## config.mk

```make
export PLATFORM = sky130hd
export DESIGN_NAME = lru_page_replacement_flat
export DESIGN_NICKNAME = d
export VERILOG_FILES = /design/src/hw/rtl/lru_pkg.sv /design/src/hw/rtl/lru_if.sv /design/src/hw/rtl/lru_page_replacement.sv /design/src/hw/rtl/lru_ctrl.sv /design/src/hw/rtl/lru_datapath.sv /design/src/flat_wrapper.sv
export VERILOG_INCLUDE_DIRS = /design/src /design/src/hw/rtl
export SDC_FILE = /design/constraint.sdc
export NUM_CORES = 2
export LEC_CHECK = 0
export BUFFER_PORTS_ARGS = -buffer_cell sky130_fd_sc_hd__buf_2
export CAP_MARGIN = 20
export CORE_MARGIN = 1.5
export CORE_UTILIZATION = 40
export CTS_BUF_LIST = sky130_fd_sc_hd__clkbuf_8
export CTS_CLUSTER_DIAMETER = 60
export DETAILED_ROUTE_END_ITERATION = 8
export GPL_TIMING_DRIVEN = 0
export PLACE_DENSITY_LB_ADDON = 0.3
export SKIP_CTS_REPAIR_TIMING = 1
export SYNTH_ARGS = -nofsm -noshare
export SYNTH_HDL_FRONTEND = slang
export SYNTH_SLANG_ARGS = --single-unit
```

## constraint.sdc

```tcl
create_clock -name clk -period 10.3 [get_ports clk]
set_clock_uncertainty 0.2 [all_clocks]
set_input_delay 1.03 -clock clk [delete_from_list [all_inputs] [get_ports clk]]
set_output_delay 1.03 -clock clk [all_outputs]
set_load 0.05 [all_outputs]
```

## src/hw/rtl/assert_macros.svh

```systemverilog
// ----------------------------------------------------------------------------
// assert_macros.svh
// Shared concurrent assertion macros for the LRU replacement block.
// ----------------------------------------------------------------------------
`ifndef ASSERT_MACROS_SVH
`define ASSERT_MACROS_SVH

// same-cycle implication, checked out of reset
`define ASSERT_IMPLIES(lbl, clk, rst_n, ante, cons) \
	lbl: assert property (@(posedge clk) disable iff (!rst_n) (ante) |-> (cons)) \
		else $error("same-cycle implication failed");

// next-cycle implication, checked out of reset
`define ASSERT_NEXT(lbl, clk, rst_n, ante, cons) \
	lbl: assert property (@(posedge clk) disable iff (!rst_n) (ante) |=> (cons)) \
		else $error("next-cycle implication failed");

`endif

```

## src/hw/rtl/lru_pkg.sv

```systemverilog
// ----------------------------------------------------------------------------
// lru_pkg
// Types, constants and field widths shared by the LRU replacement block.
// ----------------------------------------------------------------------------
`default_nettype none

package lru_pkg;

	// parameter defaults
	localparam int FRAMES_DEF     = 16;
	localparam int PAGE_BITS_DEF  = 16;
	localparam int STAMP_BITS_DEF = 16;

	// fixed field widths
	localparam int PAGE_W   = 16;
	localparam int FIDX_W   = 4;
	localparam int FAULT_W  = 16;
	localparam int CFG_W    = 5;

	localparam logic [CFG_W-1:0]   CFG_RESET = 5'd16;
	localparam logic [FAULT_W-1:0] FAULT_MAX = '1;

	typedef enum logic [1:0] {
		S_IDLE,
		S_SEARCH,
		S_COMMIT
	} state_t;

	// controller to datapath commands
	typedef struct packed {
		logic accept;  // latch the incoming page
		logic search;  // compare frames and pick the victim
		logic commit;  // write back frame state and load the result
	} cmd_t;

endpackage

`default_nettype wire

```

## src/hw/rtl/lru_if.sv

```systemverilog
// ----------------------------------------------------------------------------
// lru_if
// Valid/ready channels for page references and replacement results.
// ----------------------------------------------------------------------------
`default_nettype none

interface lru_req_if;
	logic                        valid;
	logic                        ready;
	logic [lru_pkg::PAGE_W-1:0]  page;

	modport source (output valid, output page, input ready);
	modport sink   (input valid, input page, output ready);
endinterface

interface lru_rsp_if;
	logic                        valid;
	logic                        ready;
	logic                        hit;
	logic [lru_pkg::FIDX_W-1:0]  frame_index;
	logic                        evicted_valid;
	logic [lru_pkg::PAGE_W-1:0]  evicted_page;
	logic [lru_pkg::FAULT_W-1:0] fault_total;

	modport source (output valid, output hit, output frame_index, output evicted_valid,
		output evicted_page, output fault_total, input ready);
	modport sink   (input valid, input hit, input frame_index, input evicted_valid,
		input evicted_page, input fault_total, output ready);
endinterface

`default_nettype wire

```

## src/hw/rtl/lru_page_replacement.sv

```systemverilog
// ----------------------------------------------------------------------------
// lru_page_replacement
// LRU page replacement: one result per page reference.
//
//   channel  dir  handshake      payload
//   cfg      in   cfg_wr_en      cfg_wr_data (frames_in_use)
//   req      in   valid/ready    page
//   rsp      out  valid/ready    hit, frame_index, evicted_valid,
//                                evicted_page, fault_total
//
// A reference runs through a search state, which compares every frame against
// the page and runs the oldest-stamp tree over the frames, and a commit state,
// which writes the frame back and loads the result register. The next reference
// is taken in the commit state, so its acceptance overlaps the last write-back.
// Write-back stalls while the result register is full and not being taken.
// Reset clears stamps, counters and control; frame pages need no clearing.
// ----------------------------------------------------------------------------
`default_nettype none

module lru_page_replacement #(
	parameter int FRAMES     = lru_pkg::FRAMES_DEF,
	parameter int PAGE_BITS  = lru_pkg::PAGE_BITS_DEF,
	parameter int STAMP_BITS = lru_pkg::STAMP_BITS_DEF
) (
	input  wire logic                      clk,
	input  wire logic                      arst_n,
	input  wire logic                      cfg_wr_en,
	input  wire logic [lru_pkg::CFG_W-1:0] cfg_wr_data,
	lru_req_if.sink                        req,
	lru_rsp_if.source                      rsp
);

	lru_pkg::cmd_t cmd;

	lru_ctrl u_ctrl (
		.clk       (clk),
		.arst_n    (arst_n),
		.req_valid (req.valid),
		.req_ready (req.ready),
		.rsp_valid (rsp.valid),
		.rsp_ready (rsp.ready),
		.cmd       (cmd)
	);

	lru_datapath #(
		.FRAMES     (FRAMES),
		.PAGE_BITS  (PAGE_BITS),
		.STAMP_BITS (STAMP_BITS)
	) u_datapath (
		.clk           (clk),
		.arst_n        (arst_n),
		.cfg_wr_en     (cfg_wr_en),
		.cfg_wr_data   (cfg_wr_data),
		.cmd           (cmd),
		.page          (req.page),
		.hit           (rsp.hit),
		.frame_index   (rsp.frame_index),
		.evicted_valid (rsp.evicted_valid),
		.evicted_page  (rsp.evicted_page),
		.fault_total   (rsp.fault_total)
	);

endmodule

`default_nettype wire

```

## src/hw/rtl/lru_ctrl.sv

```systemverilog
// ----------------------------------------------------------------------------
// lru_ctrl
// Sequencer: accept a reference, search the frames, then commit the result.
// ----------------------------------------------------------------------------
`default_nettype none
`include "assert_macros.svh"

module lru_ctrl (
	input  wire logic          clk,
	input  wire logic          arst_n,
	input  wire logic          req_valid,
	output logic               req_ready,
	output logic               rsp_valid,
	input  wire logic          rsp_ready,
	output lru_pkg::cmd_t      cmd
);

	lru_pkg::state_t state_q, state_d;
	logic            rsp_valid_q;
	logic            commit_go;

	// result register free, or drained this cycle
	assign commit_go = !rsp_valid_q || rsp_ready;

	always_ff @(posedge clk or negedge arst_n) begin
		if (!arst_n) begin
			state_q     <= lru_pkg::S_IDLE;
			rsp_valid_q <= 1'b0;
		end else begin
			state_q <= state_d;
			if (cmd.commit) begin
				rsp_valid_q <= 1'b1;
			end else if (rsp_ready) begin
				rsp_valid_q <= 1'b0;
			end
		end
	end

	always_comb begin
		state_d    = state_q;
		req_ready  = 1'b0;
		cmd        = '0;
		case (state_q)
			lru_pkg::S_IDLE: begin
				req_ready = 1'b1;
				if (req_valid) begin
					cmd.accept = 1'b1;
					state_d    = lru_pkg::S_SEARCH;
				end
			end
			lru_pkg::S_SEARCH: begin
				cmd.search = 1'b1;
				state_d    = lru_pkg::S_COMMIT;
			end
			lru_pkg::S_COMMIT: begin
				// hold until the result register can take the transfer
				if (commit_go) begin
					cmd.commit = 1'b1;
					req_ready  = 1'b1;
					if (req_valid) begin
						cmd.accept = 1'b1;
						state_d    = lru_pkg::S_SEARCH;
					end else begin
						state_d = lru_pkg::S_IDLE;
					end
				end
			end
			default: begin
				state_d = lru_pkg::S_IDLE;
			end
		endcase
	end

	assign rsp_valid = rsp_valid_q;

	`ASSERT_NEXT(a_accept_to_search, clk, arst_n, req_valid && req_ready, state_q == lru_pkg::S_SEARCH)
	`ASSERT_NEXT(a_search_to_commit, clk, arst_n, state_q == lru_pkg::S_SEARCH, state_q == lru_pkg::S_COMMIT)
	`ASSERT_NEXT(a_commit_shows_result, clk, arst_n, cmd.commit, rsp_valid_q)

endmodule

`default_nettype wire

```

## src/hw/rtl/lru_datapath.sv

```systemverilog
// ----------------------------------------------------------------------------
// lru_datapath
// Frame table, parallel page compare, oldest-stamp tree and result register.
// ----------------------------------------------------------------------------
`default_nettype none
`include "assert_macros.svh"

module lru_datapath #(
	parameter int FRAMES     = lru_pkg::FRAMES_DEF,
	parameter int PAGE_BITS  = lru_pkg::PAGE_BITS_DEF,
	parameter int STAMP_BITS = lru_pkg::STAMP_BITS_DEF
) (
	input  wire logic                          clk,
	input  wire logic                          arst_n,
	input  wire logic                          cfg_wr_en,
	input  wire logic [lru_pkg::CFG_W-1:0]     cfg_wr_data,
	input  wire lru_pkg::cmd_t                 cmd,
	input  wire logic [lru_pkg::PAGE_W-1:0]    page,
	output logic                               hit,
	output logic [lru_pkg::FIDX_W-1:0]         frame_index,
	output logic                               evicted_valid,
	output logic [lru_pkg::PAGE_W-1:0]         evicted_page,
	output logic [lru_pkg::FAULT_W-1:0]        fault_total
);

	localparam int IDX_W  = (FRAMES > 1) ? $clog2(FRAMES) : 1;
	localparam int CNT_W  = $clog2(FRAMES + 1);
	localparam int LEAVES = 1 << IDX_W;
	localparam int NODES  = 2 * LEAVES - 1;

	localparam logic [STAMP_BITS-1:0] STAMP_MAX = '1;

	// architectural state
	logic [lru_pkg::CFG_W-1:0]   frames_in_use_q;
	logic [PAGE_BITS-1:0]        frame_page_q  [FRAMES];
	logic [STAMP_BITS-1:0]       frame_stamp_q [FRAMES];
	logic [CNT_W-1:0]            filled_count_q;
	logic [STAMP_BITS-1:0]       reference_count_q;
	logic [lru_pkg::FAULT_W-1:0] fault_count_q;
	logic [PAGE_BITS-1:0]        page_q;

	// search results
	logic                        hit_s1;
	logic                        evict_s1;
	logic                        fill_s1;
	logic [IDX_W-1:0]            slot_s1;
	logic [PAGE_BITS-1:0]        old_page_s1;
	logic [CNT_W-1:0]            filled_s1;

	// search logic
	logic [CNT_W-1:0]            n_eff;
	logic [CNT_W-1:0]            filled;
	logic                        full;
	logic [FRAMES-1:0]           match;
	logic                        any_match;
	logic [IDX_W-1:0]            match_idx;
	logic [IDX_W-1:0]            slot;
	logic [lru_pkg::FAULT_W-1:0] fault_next;

	logic                        nd_ok    [NODES];
	logic [STAMP_BITS-1:0]       nd_stamp [NODES];
	logic [PAGE_BITS-1:0]        nd_page  [NODES];
	logic [IDX_W-1:0]            nd_idx   [NODES];

	// clamp the frame count into 1..FRAMES
	always_comb begin
		if (frames_in_use_q == '0) begin
			n_eff = CNT_W'(1);
		end else if (32'(frames_in_use_q) > FRAMES) begin
			n_eff = CNT_W'(FRAMES);
		end else begin
			n_eff = CNT_W'(frames_in_use_q);
		end
		filled = (filled_count_q < n_eff) ? filled_count_q : n_eff;
		full   = (filled == n_eff);
	end

	// parallel compare over filled frames, lowest index wins
	always_comb begin
		match_idx = '0;
		for (int i = 0; i < FRAMES; i++) begin
			match[i] = (frame_page_q[i] == page_q) && (CNT_W'(i) < filled);
		end
		for (int i = FRAMES - 1; i >= 0; i--) begin
			if (match[i]) begin
				match_idx = IDX_W'(i);
			end
		end
		any_match = |match;
	end

	// oldest-stamp tree; the left child holds lower frames, so it wins ties
	always_comb begin
		for (int j = 0; j < FRAMES; j++) begin
			nd_ok[LEAVES-1+j]    = CNT_W'(j) < n_eff;
			nd_stamp[LEAVES-1+j] = frame_stamp_q[j];
			nd_page[LEAVES-1+j]  = frame_page_q[j];
			nd_idx[LEAVES-1+j]   = IDX_W'(j);
		end
		for (int j = FRAMES; j < LEAVES; j++) begin
			nd_ok[LEAVES-1+j]    = 1'b0;
			nd_stamp[LEAVES-1+j] = '0;
			nd_page[LEAVES-1+j]  = '0;
			nd_idx[LEAVES-1+j]   = IDX_W'(j);
		end
		for (int k = LEAVES - 2; k >= 0; k--) begin
			if (nd_ok[2*k+1] && (!nd_ok[2*k+2] || nd_stamp[2*k+1] <= nd_stamp[2*k+2])) begin
				nd_stamp[k] = nd_stamp[2*k+1];
				nd_page[k]  = nd_page[2*k+1];
				nd_idx[k]   = nd_idx[2*k+1];
			end else begin
				nd_stamp[k] = nd_stamp[2*k+2];
				nd_page[k]  = nd_page[2*k+2];
				nd_idx[k]   = nd_idx[2*k+2];
			end
			nd_ok[k] = nd_ok[2*k+1] || nd_ok[2*k+2];
		end
	end

	always_comb begin
		if (any_match) begin
			slot = match_idx;
		end else if (full) begin
			slot = nd_idx[0];
		end else begin
			slot = IDX_W'(filled);
		end
	end

	assign fault_next = (!hit_s1 && fault_count_q != lru_pkg::FAULT_MAX) ?
		fault_count_q + lru_pkg::FAULT_W'(1) : fault_count_q;

	// control state and counters
	always_ff @(posedge clk or negedge arst_n) begin
		if (!arst_n) begin
			frames_in_use_q   <= lru_pkg::CFG_RESET;
			filled_count_q    <= '0;
			reference_count_q <= '0;
			fault_count_q     <= '0;
		end else begin
			if (cfg_wr_en) begin
				frames_in_use_q <= cfg_wr_data;
			end
			if (cmd.search && reference_count_q != STAMP_MAX) begin
				reference_count_q <= reference_count_q + STAMP_BITS'(1);
			end
			if (cmd.commit) begin
				fault_count_q <= fault_next;
				if (fill_s1) begin
					filled_count_q <= filled_s1 + CNT_W'(1);
				end
			end
		end
	end

	// stamps reset to zero
	always_ff @(posedge clk or negedge arst_n) begin
		if (!arst_n) begin
			for (int i = 0; i < FRAMES; i++) begin
				frame_stamp_q[i] <= '0;
			end
		end else if (cmd.commit) begin
			frame_stamp_q[slot_s1] <= reference_count_q;
		end
	end

	// resident pages: only filled frames are ever compared
	always_ff @(posedge clk) begin
		if (cmd.commit && !hit_s1) begin
			frame_page_q[slot_s1] <= page_q;
		end
	end

	// payload registers
	always_ff @(posedge clk) begin
		if (cmd.accept) begin
			page_q <= PAGE_BITS'(page);
		end
		if (cmd.search) begin
			hit_s1      <= any_match;
			evict_s1    <= !any_match && full;
			fill_s1     <= !any_match && !full;
			slot_s1     <= slot;
			old_page_s1 <= nd_page[0];
			filled_s1   <= filled;
		end
		if (cmd.commit) begin
			hit           <= hit_s1;
			frame_index   <= lru_pkg::FIDX_W'(slot_s1);
			evicted_valid <= evict_s1;
			evicted_page  <= evict_s1 ? lru_pkg::PAGE_W'(old_page_s1) : '0;
			fault_total   <= fault_next;
		end
	end

	`ASSERT_IMPLIES(a_filled_bound, clk, arst_n, 1'b1, 32'(filled_count_q) <= FRAMES)
	`ASSERT_IMPLIES(a_evict_is_fault, clk, arst_n, cmd.commit && evict_s1, !hit_s1 && !fill_s1)
	`ASSERT_NEXT(a_hit_keeps_faults, clk, arst_n, cmd.commit && hit_s1, fault_count_q == $past(fault_count_q))

endmodule

`default_nettype wire

```

## src/flat_wrapper.sv

```systemverilog
// flat-port wrapper written by rule: the top's interface ports become plain ports
module lru_page_replacement_flat 
#(
	parameter int FRAMES     = lru_pkg::FRAMES_DEF,
	parameter int PAGE_BITS  = lru_pkg::PAGE_BITS_DEF,
	parameter int STAMP_BITS = lru_pkg::STAMP_BITS_DEF
)
  (clk, arst_n, cfg_wr_en, cfg_wr_data, req_valid, req_page, req_ready, rsp_valid, rsp_hit, rsp_frame_index, rsp_evicted_valid, rsp_evicted_page, rsp_fault_total, rsp_ready);
  lru_req_if req_i ();
  lru_rsp_if rsp_i ();
  input  wire logic clk;
  input  wire logic arst_n;
  input  wire logic cfg_wr_en;
  input  wire logic [lru_pkg::CFG_W-1:0] cfg_wr_data;
  input wire logic [$bits(req_i.valid)-1:0] req_valid;
  input wire logic [$bits(req_i.page)-1:0] req_page;
  output wire logic [$bits(req_i.ready)-1:0] req_ready;
  output wire logic [$bits(rsp_i.valid)-1:0] rsp_valid;
  output wire logic [$bits(rsp_i.hit)-1:0] rsp_hit;
  output wire logic [$bits(rsp_i.frame_index)-1:0] rsp_frame_index;
  output wire logic [$bits(rsp_i.evicted_valid)-1:0] rsp_evicted_valid;
  output wire logic [$bits(rsp_i.evicted_page)-1:0] rsp_evicted_page;
  output wire logic [$bits(rsp_i.fault_total)-1:0] rsp_fault_total;
  input wire logic [$bits(rsp_i.ready)-1:0] rsp_ready;
  assign req_i.valid = req_valid;
  assign req_i.page = req_page;
  assign req_ready = req_i.ready;
  assign rsp_valid = rsp_i.valid;
  assign rsp_hit = rsp_i.hit;
  assign rsp_frame_index = rsp_i.frame_index;
  assign rsp_evicted_valid = rsp_i.evicted_valid;
  assign rsp_evicted_page = rsp_i.evicted_page;
  assign rsp_fault_total = rsp_i.fault_total;
  assign rsp_i.ready = rsp_ready;
  lru_page_replacement #(.FRAMES(FRAMES), .PAGE_BITS(PAGE_BITS), .STAMP_BITS(STAMP_BITS)) u_core (.clk(clk), .arst_n(arst_n), .cfg_wr_en(cfg_wr_en), .cfg_wr_data(cfg_wr_data), .req(req_i), .rsp(rsp_i));
endmodule
```

* After elaboration in Yosys (flattened, before gate mapping)
Memory sizes are Yosys's and may differ from the RTL's.
Cells that the tools add are included.
** Storage, ports and cells
- Input bits :: 26
- Memories :: 1
- Logic and storage cells :: 289
- Memory bits (writable) :: 256
- Output and inout bits :: 40
- Register bits after elaboration :: 383
** Memory list
- u_core.u_datapath.frame_page_q :: words 16, bits a word 16, rd ports 16, clocked after memory_dff 0, write ports 1, RTL line lru_datapath.sv:35 : logic [PAGE_BITS-1:0] frame_page_q [FRAMES];
** Cells by class
- Multiplexer cells :: 84
- Order comparisons :: 51
- Reductions and logical operators :: 92
- $add $sub $neg :: 3
- Eq/ne operators :: 23
- Bitwise gates (word level) :: 1
** Operator list (count)
- two-way mux 16 bit :: 31
- bitwise mux 256 bit :: 1
- == test 16 bit :: 16
- less-or-equal comparator 16 bit :: 15
- two-way mux 4 bit :: 25
- less-than comparator 4 x 5 -> 1 bit, first input constant :: 16
- demux 16 bit (select 4 bit) :: 1
- less-than comparator 3 x 5 -> 1 bit, first input constant :: 8
- logical AND 1 bit :: 37
- adder 16 x 1 -> 16 bit, second input constant :: 2
- inequality test 16 bit, second input constant :: 2
- logical OR 1 bit :: 30
- less-than comparator 1 x 5 -> 1 bit, first input constant :: 4
- less-than comparator 2 x 5 -> 1 bit, first input constant :: 4
- logical NOT 1 bit :: 19
- two-way mux 1 bit :: 18
- OR reduction 16 bit :: 1
- two-way mux 5 bit :: 3
- case mux 2 bit (3 select lines) :: 1
- adder 5 x 1 -> 5 bit, second input constant :: 1
- == test 5 bit :: 1
- greater-or-equal comparator 5 bit, second input constant :: 1
- > comparator 5 bit, second input constant :: 1
- logical NOT 5 bit :: 1
- 11 further kinds :: 15

* Logic depth before layout (Yosys ltp)
- Depth in word-level cells :: 24
- Gate-level depth with buffers :: 49
- Depth with buffers taken out :: 43

* By module
From an unflattened synthesis, not the netlist that was laid out.
** Second synthesis, totals
- Cells, all modules :: 3400
- Area, all modules :: 37094.3 um^2
** Modules (own cells, without submodules)
- lru_datapath :: sequential area each 17608.1 um^2, times used 1, cells an instance 3385, area an instance 36947.9 um^2
- lru_ctrl :: sequential area each 75.1 um^2, times used 1, cells an instance 15, area an instance 146.4 um^2

* Worst setup path before layout
OpenSTA, ideal clock, no wires.
- Path type :: register to register
- Start :: register u_core.u_datapath.frame_stamp_q[33] in the netlist's numbering
- End :: register u_core.u_datapath.old_page_s1[15] (data pin)
- Arrival time :: 10088 ps
- Path buffers :: 4
- Stages on the path, launching flop included :: 43
- Setup time :: 271 ps
- Clock period less this slack :: 10559 ps
- Slack :: -259 ps
- Required time :: 9829 ps
- Cell sequence :: dfrtp_1 > inv_1 > ha_1 > nor2b_1 > o211ai_1 > a2111oi_1 > o31ai_1 > nand2_1 > buf_1 > mux2i_1 > inv_1 > ha_1 > a21o_1 > a21oi_1 > o21ai_0 > a2111oi_0 > and3_1 > o32ai_1 > [... 7 more ...] > o21a_1 > o21a_1 > o21a_1 > o211ai_1 > a21oi_1 > nor3_1 > clkbuf_1 > a21oi_1 > ha_1 > nand4_1 > or2_2 > o221ai_1 > a21oi_1 > a2111oi_0 > o21ai_0 > clkbuf_1 > o2bb2ai_1 > a21oi_1
** RTL lines
- start: declaration :: RTL line lru_datapath.sv:36 : logic [STAMP_BITS-1:0] frame_stamp_q [FRAMES];
- start signal: indexed assignment :: RTL line lru_datapath.sv:163 : frame_stamp_q[slot_s1] <= reference_count_q;
- end signal: assignment :: RTL line lru_datapath.sv:184 : old_page_s1 <= nd_page[0];
- end: declaration :: RTL line lru_datapath.sv:47 : logic [PAGE_BITS-1:0] old_page_s1;

==> reports/qor.yml <==
worst_setup_path:
  worstPathRequired_ps: 10610
  worstSetupPathType: "reg -> reg"
  setup.worst_path.start_class: "flip-flop"
  cp_slowest_cell: "dfrtp_1"
  cpMostUsedCell: "a21o_1"
  endpoint_kind: "flip-flop"
  cpPeakStageDelay_ps: 540
  path_max_fanout: 10
  crit_arrival_ps: 10360
place:
  port_buffers: 65
  dpl.hpwl_um: 88400
  dpl.cell_count: 4605
  place_congestion: 0.970
  post_dp_cell_area_um2: 39500
clock_network:
  cts_tree: "yes"
  h-tree-depth: 3
  clkLatencyLatePin_ps: 750
  clkTransAtPathRegs_ps: 60
  clock_path_buffers: 3
  cts_buffers: 107
  root_buffer: "clkbuf_8"
  clock-sinks: 639
synth:
  synth_seq_cells: 639
  synth_top_area_share_pct: 27.4
  syn_nets: 3536
  synth_cells: 3269
  ys_top_cells_by_area: "edfxtp_1 (27%), dfrtp_1 (20%), mux2i_1 (8.4%)"
  synth.area.mux_share_pct: 15.6
  yosysWarnings: 0
  syn_area_per_cell_um2: 11.3
  synth-xor-area-share_pct: 7.30
  synthSimpleGateAreaFrac_pct: 9.31
  yosys_most_used_dff: "edfxtp_1"
  synth_compound_area_share_pct: 7.94
  syn_area_um2: 37100
  synth_cell_type_count: 89
  synth.largest_area_cell: "edfxtp_1"
  synth_top_family_by_area: "multiplexers"
  synthAdderAreaFrac_pct: 8.13
  ys_async_sr_fraction_pct: 47.1
  synth.yosys.seq_area_share_pct: 47.7
  synth_edf_count: 338
sta:
  max-slew-margin-rel_pct: 17.6
  tightest_slew_ps: 1240
  hold_viol: 0
  period_share_pct: 97.6
  max_freq_mhz: 99.5
  period_needed_ps: 10050
  setup_tns_ps: 0
  setup_viol: 0
  drv_slew: 0
status:
  outcome: "finished, final reports clean"
final_layout:
  nNetsFinal: 3800
  layout_common_cells: "edfxtp_1 (338), dfrtp_1 (300), mux2i_1 (280)"
  drive_above_1_share_pct: 20.3
  utilization_pct: 47.1
  fin_area_um2: 43300
  final_cells: 4867
  final_common_cell: "edfxtp_1"
  fill_cells: 8415
  area_growth_pct: 16.7
power:
  peakVddDrop_v: 0.000182
  p_per_area_nw_per_um2: 279
  power.leakage_nw: 19.2
global_routing:
  grt_usage_pct: 24.3
  grt_antenna_before_repair: 4
  top_usage_layer: "met2"
  grt_use_met3_pct: 3.39
  grt_start_max_net_pins: 101
  gr-usage-met2_pct: 38.8
  grt_pass1_vias: 26300
  use_met1_pct: 33.7
  grt_first_pass_wirelength_um: 170000
  overflow: 0
floorplan:
  die_h_um: 308
  die_width_um: 308
  fp.dieArea_um2: 94600
  coreArea_um2: 91800
  row_count: 111
  io_pins: 66
  initial_core_util_pct: 40.4
flow_run:
  timing.max_cap.violations: 0
routing:
  ant_nets: 0
  wl_um: 116000
  dr.pass1.iters: 6
  drtIter0Drc: 2490
  vias: 27200
  wire_per_inst_um: 23.9
  vias_per_cell: 5.59
  route.detailed.drc: 0
min_path:
  hp-class: "in -> reg"
[stage by stage]
stage	hold slack [ps]	power (mW)	worst slack (ps)
3_5_place_dp	293	8.84	-3940
3_3_place_gp	290	8.75	-4740
5_1_grt	235	12.6	-84.4
4_1_cts	-116	11.1	-4040
6_report	269	12.1	248
2_1_floorplan	224	6.90	152
[layer usage]
metal | up-vias | wire, µm | share of wire (%)
met5 | - | 34 | 0.029
met4 | 4 | 4250 | 3.7
met3 | 207 | 7180 | 6.2
met2 | 901 | 53100 | 46
met1 | 13700 | 51800 | 45
li1 | 12400 | - | -
[final timing paths]
| check | start | end | slack (ps) | depth (start not counted) |
|---|---|---|---|---|
| max | u_core.u_datapath.frames_in_use_q[0] | u_core.u_datapath.old_page_s1[7] | 250 | 46 |
| min | req_page[9] | u_core.u_datapath.page_q[9] | 270 | 1 |
| max reg2reg | u_core.u_datapath.frames_in_use_q[0] | u_core.u_datapath.old_page_s1[7] | 250 | 46 |
| min reg2reg | u_core.u_datapath.frame_stamp_q[48] | u_core.u_datapath.frame_stamp_q[48] | 310 | 1 |
| max in group asynchronous | arst_n | u_core.u_datapath.frames_in_use_q[4] | 7680 | 5 |
| min in group asynchronous | arst_n | u_core.u_datapath.frame_stamp_q[128] | 550 | 2 |
[power breakdown]
group | switching, mW | internal (mW) | leakage [nW]
clock | 1.08 | 1.12 | 1.17
combinational | 3.82 | 2.61 | 11.1
sequential | 0.267 | 3.17 | 6.95
[state kept, by name, indices dropped and copies added (netlist names), 5 cells and up]
signal	count
u_core.u_datapath.evicted_page	16
u_core.u_datapath.fault_count_q	16
u_core.u_datapath.fault_total	16
u_core.u_datapath.filled_count_q	5
u_core.u_datapath.filled_s1	5
u_core.u_datapath.frame_page_q	256
u_core.u_datapath.frame_stamp_q	256
u_core.u_datapath.frames_in_use_q	5
u_core.u_datapath.old_page_s1	16
u_core.u_datapath.page_q	16
u_core.u_datapath.reference_count_q	16
[worst max-delay path: cells and delay by family, from the launching register on]
family                     cells  cell delay [ps]
AOI/OAI and AO/OA             22             4340
and+or+nand+nor               11             1980
buffers and inverters          8             1390
adders and majority gates      3              850
DFF                            1              540
muxes                          2              500
[cells in the mapped netlist (69+ instances only)]
cell and n:
ha_1 241, mux2_2 232, nor2_1 130, nand2_1 183, xor2_1 183, edfxtp_1 338
xnor2_1 126, o21ai_0 131, nand4_1 86, mux2i_1 310, inv_1 215, nor4_1 69
dfrtp_1 300, clkbuf_1 118, a21oi_1 129
[cell families (layout without fill, tap and decap cells)]
| family | after synthesis | in the layout |
|---|---|---|
| AND/OR/NAND/NOR | 679 | 679 |
| flip-flops | 639 | 639 |
| multiplexers | 547 | 547 |
| AO/OA/AOI/OAI | 466 | 466 |
| buffers and inverters | 388 | 740 |
| XOR/XNOR | 309 | 309 |
| adder cells (fa/ha/maj) | 241 | 241 |
| other | 0 | 3 |
[area by class of cell]
type	instances	area [µm²]	area share, %
Clock buffer	124	1710	3.94
Sequential cell	639	17700	40.9
Inverter	219	827	1.91
Timing Repair Buffer	157	1290	2.98
Buffer	167	963	2.23
Antenna cell	3	7.51	0.0173
Clock inverter	73	343	0.792
Tap cell	1243	1560	3.59
Multi-Input combinational cell	2242	18900	43.7
Power figures use the tool's default switching activity.
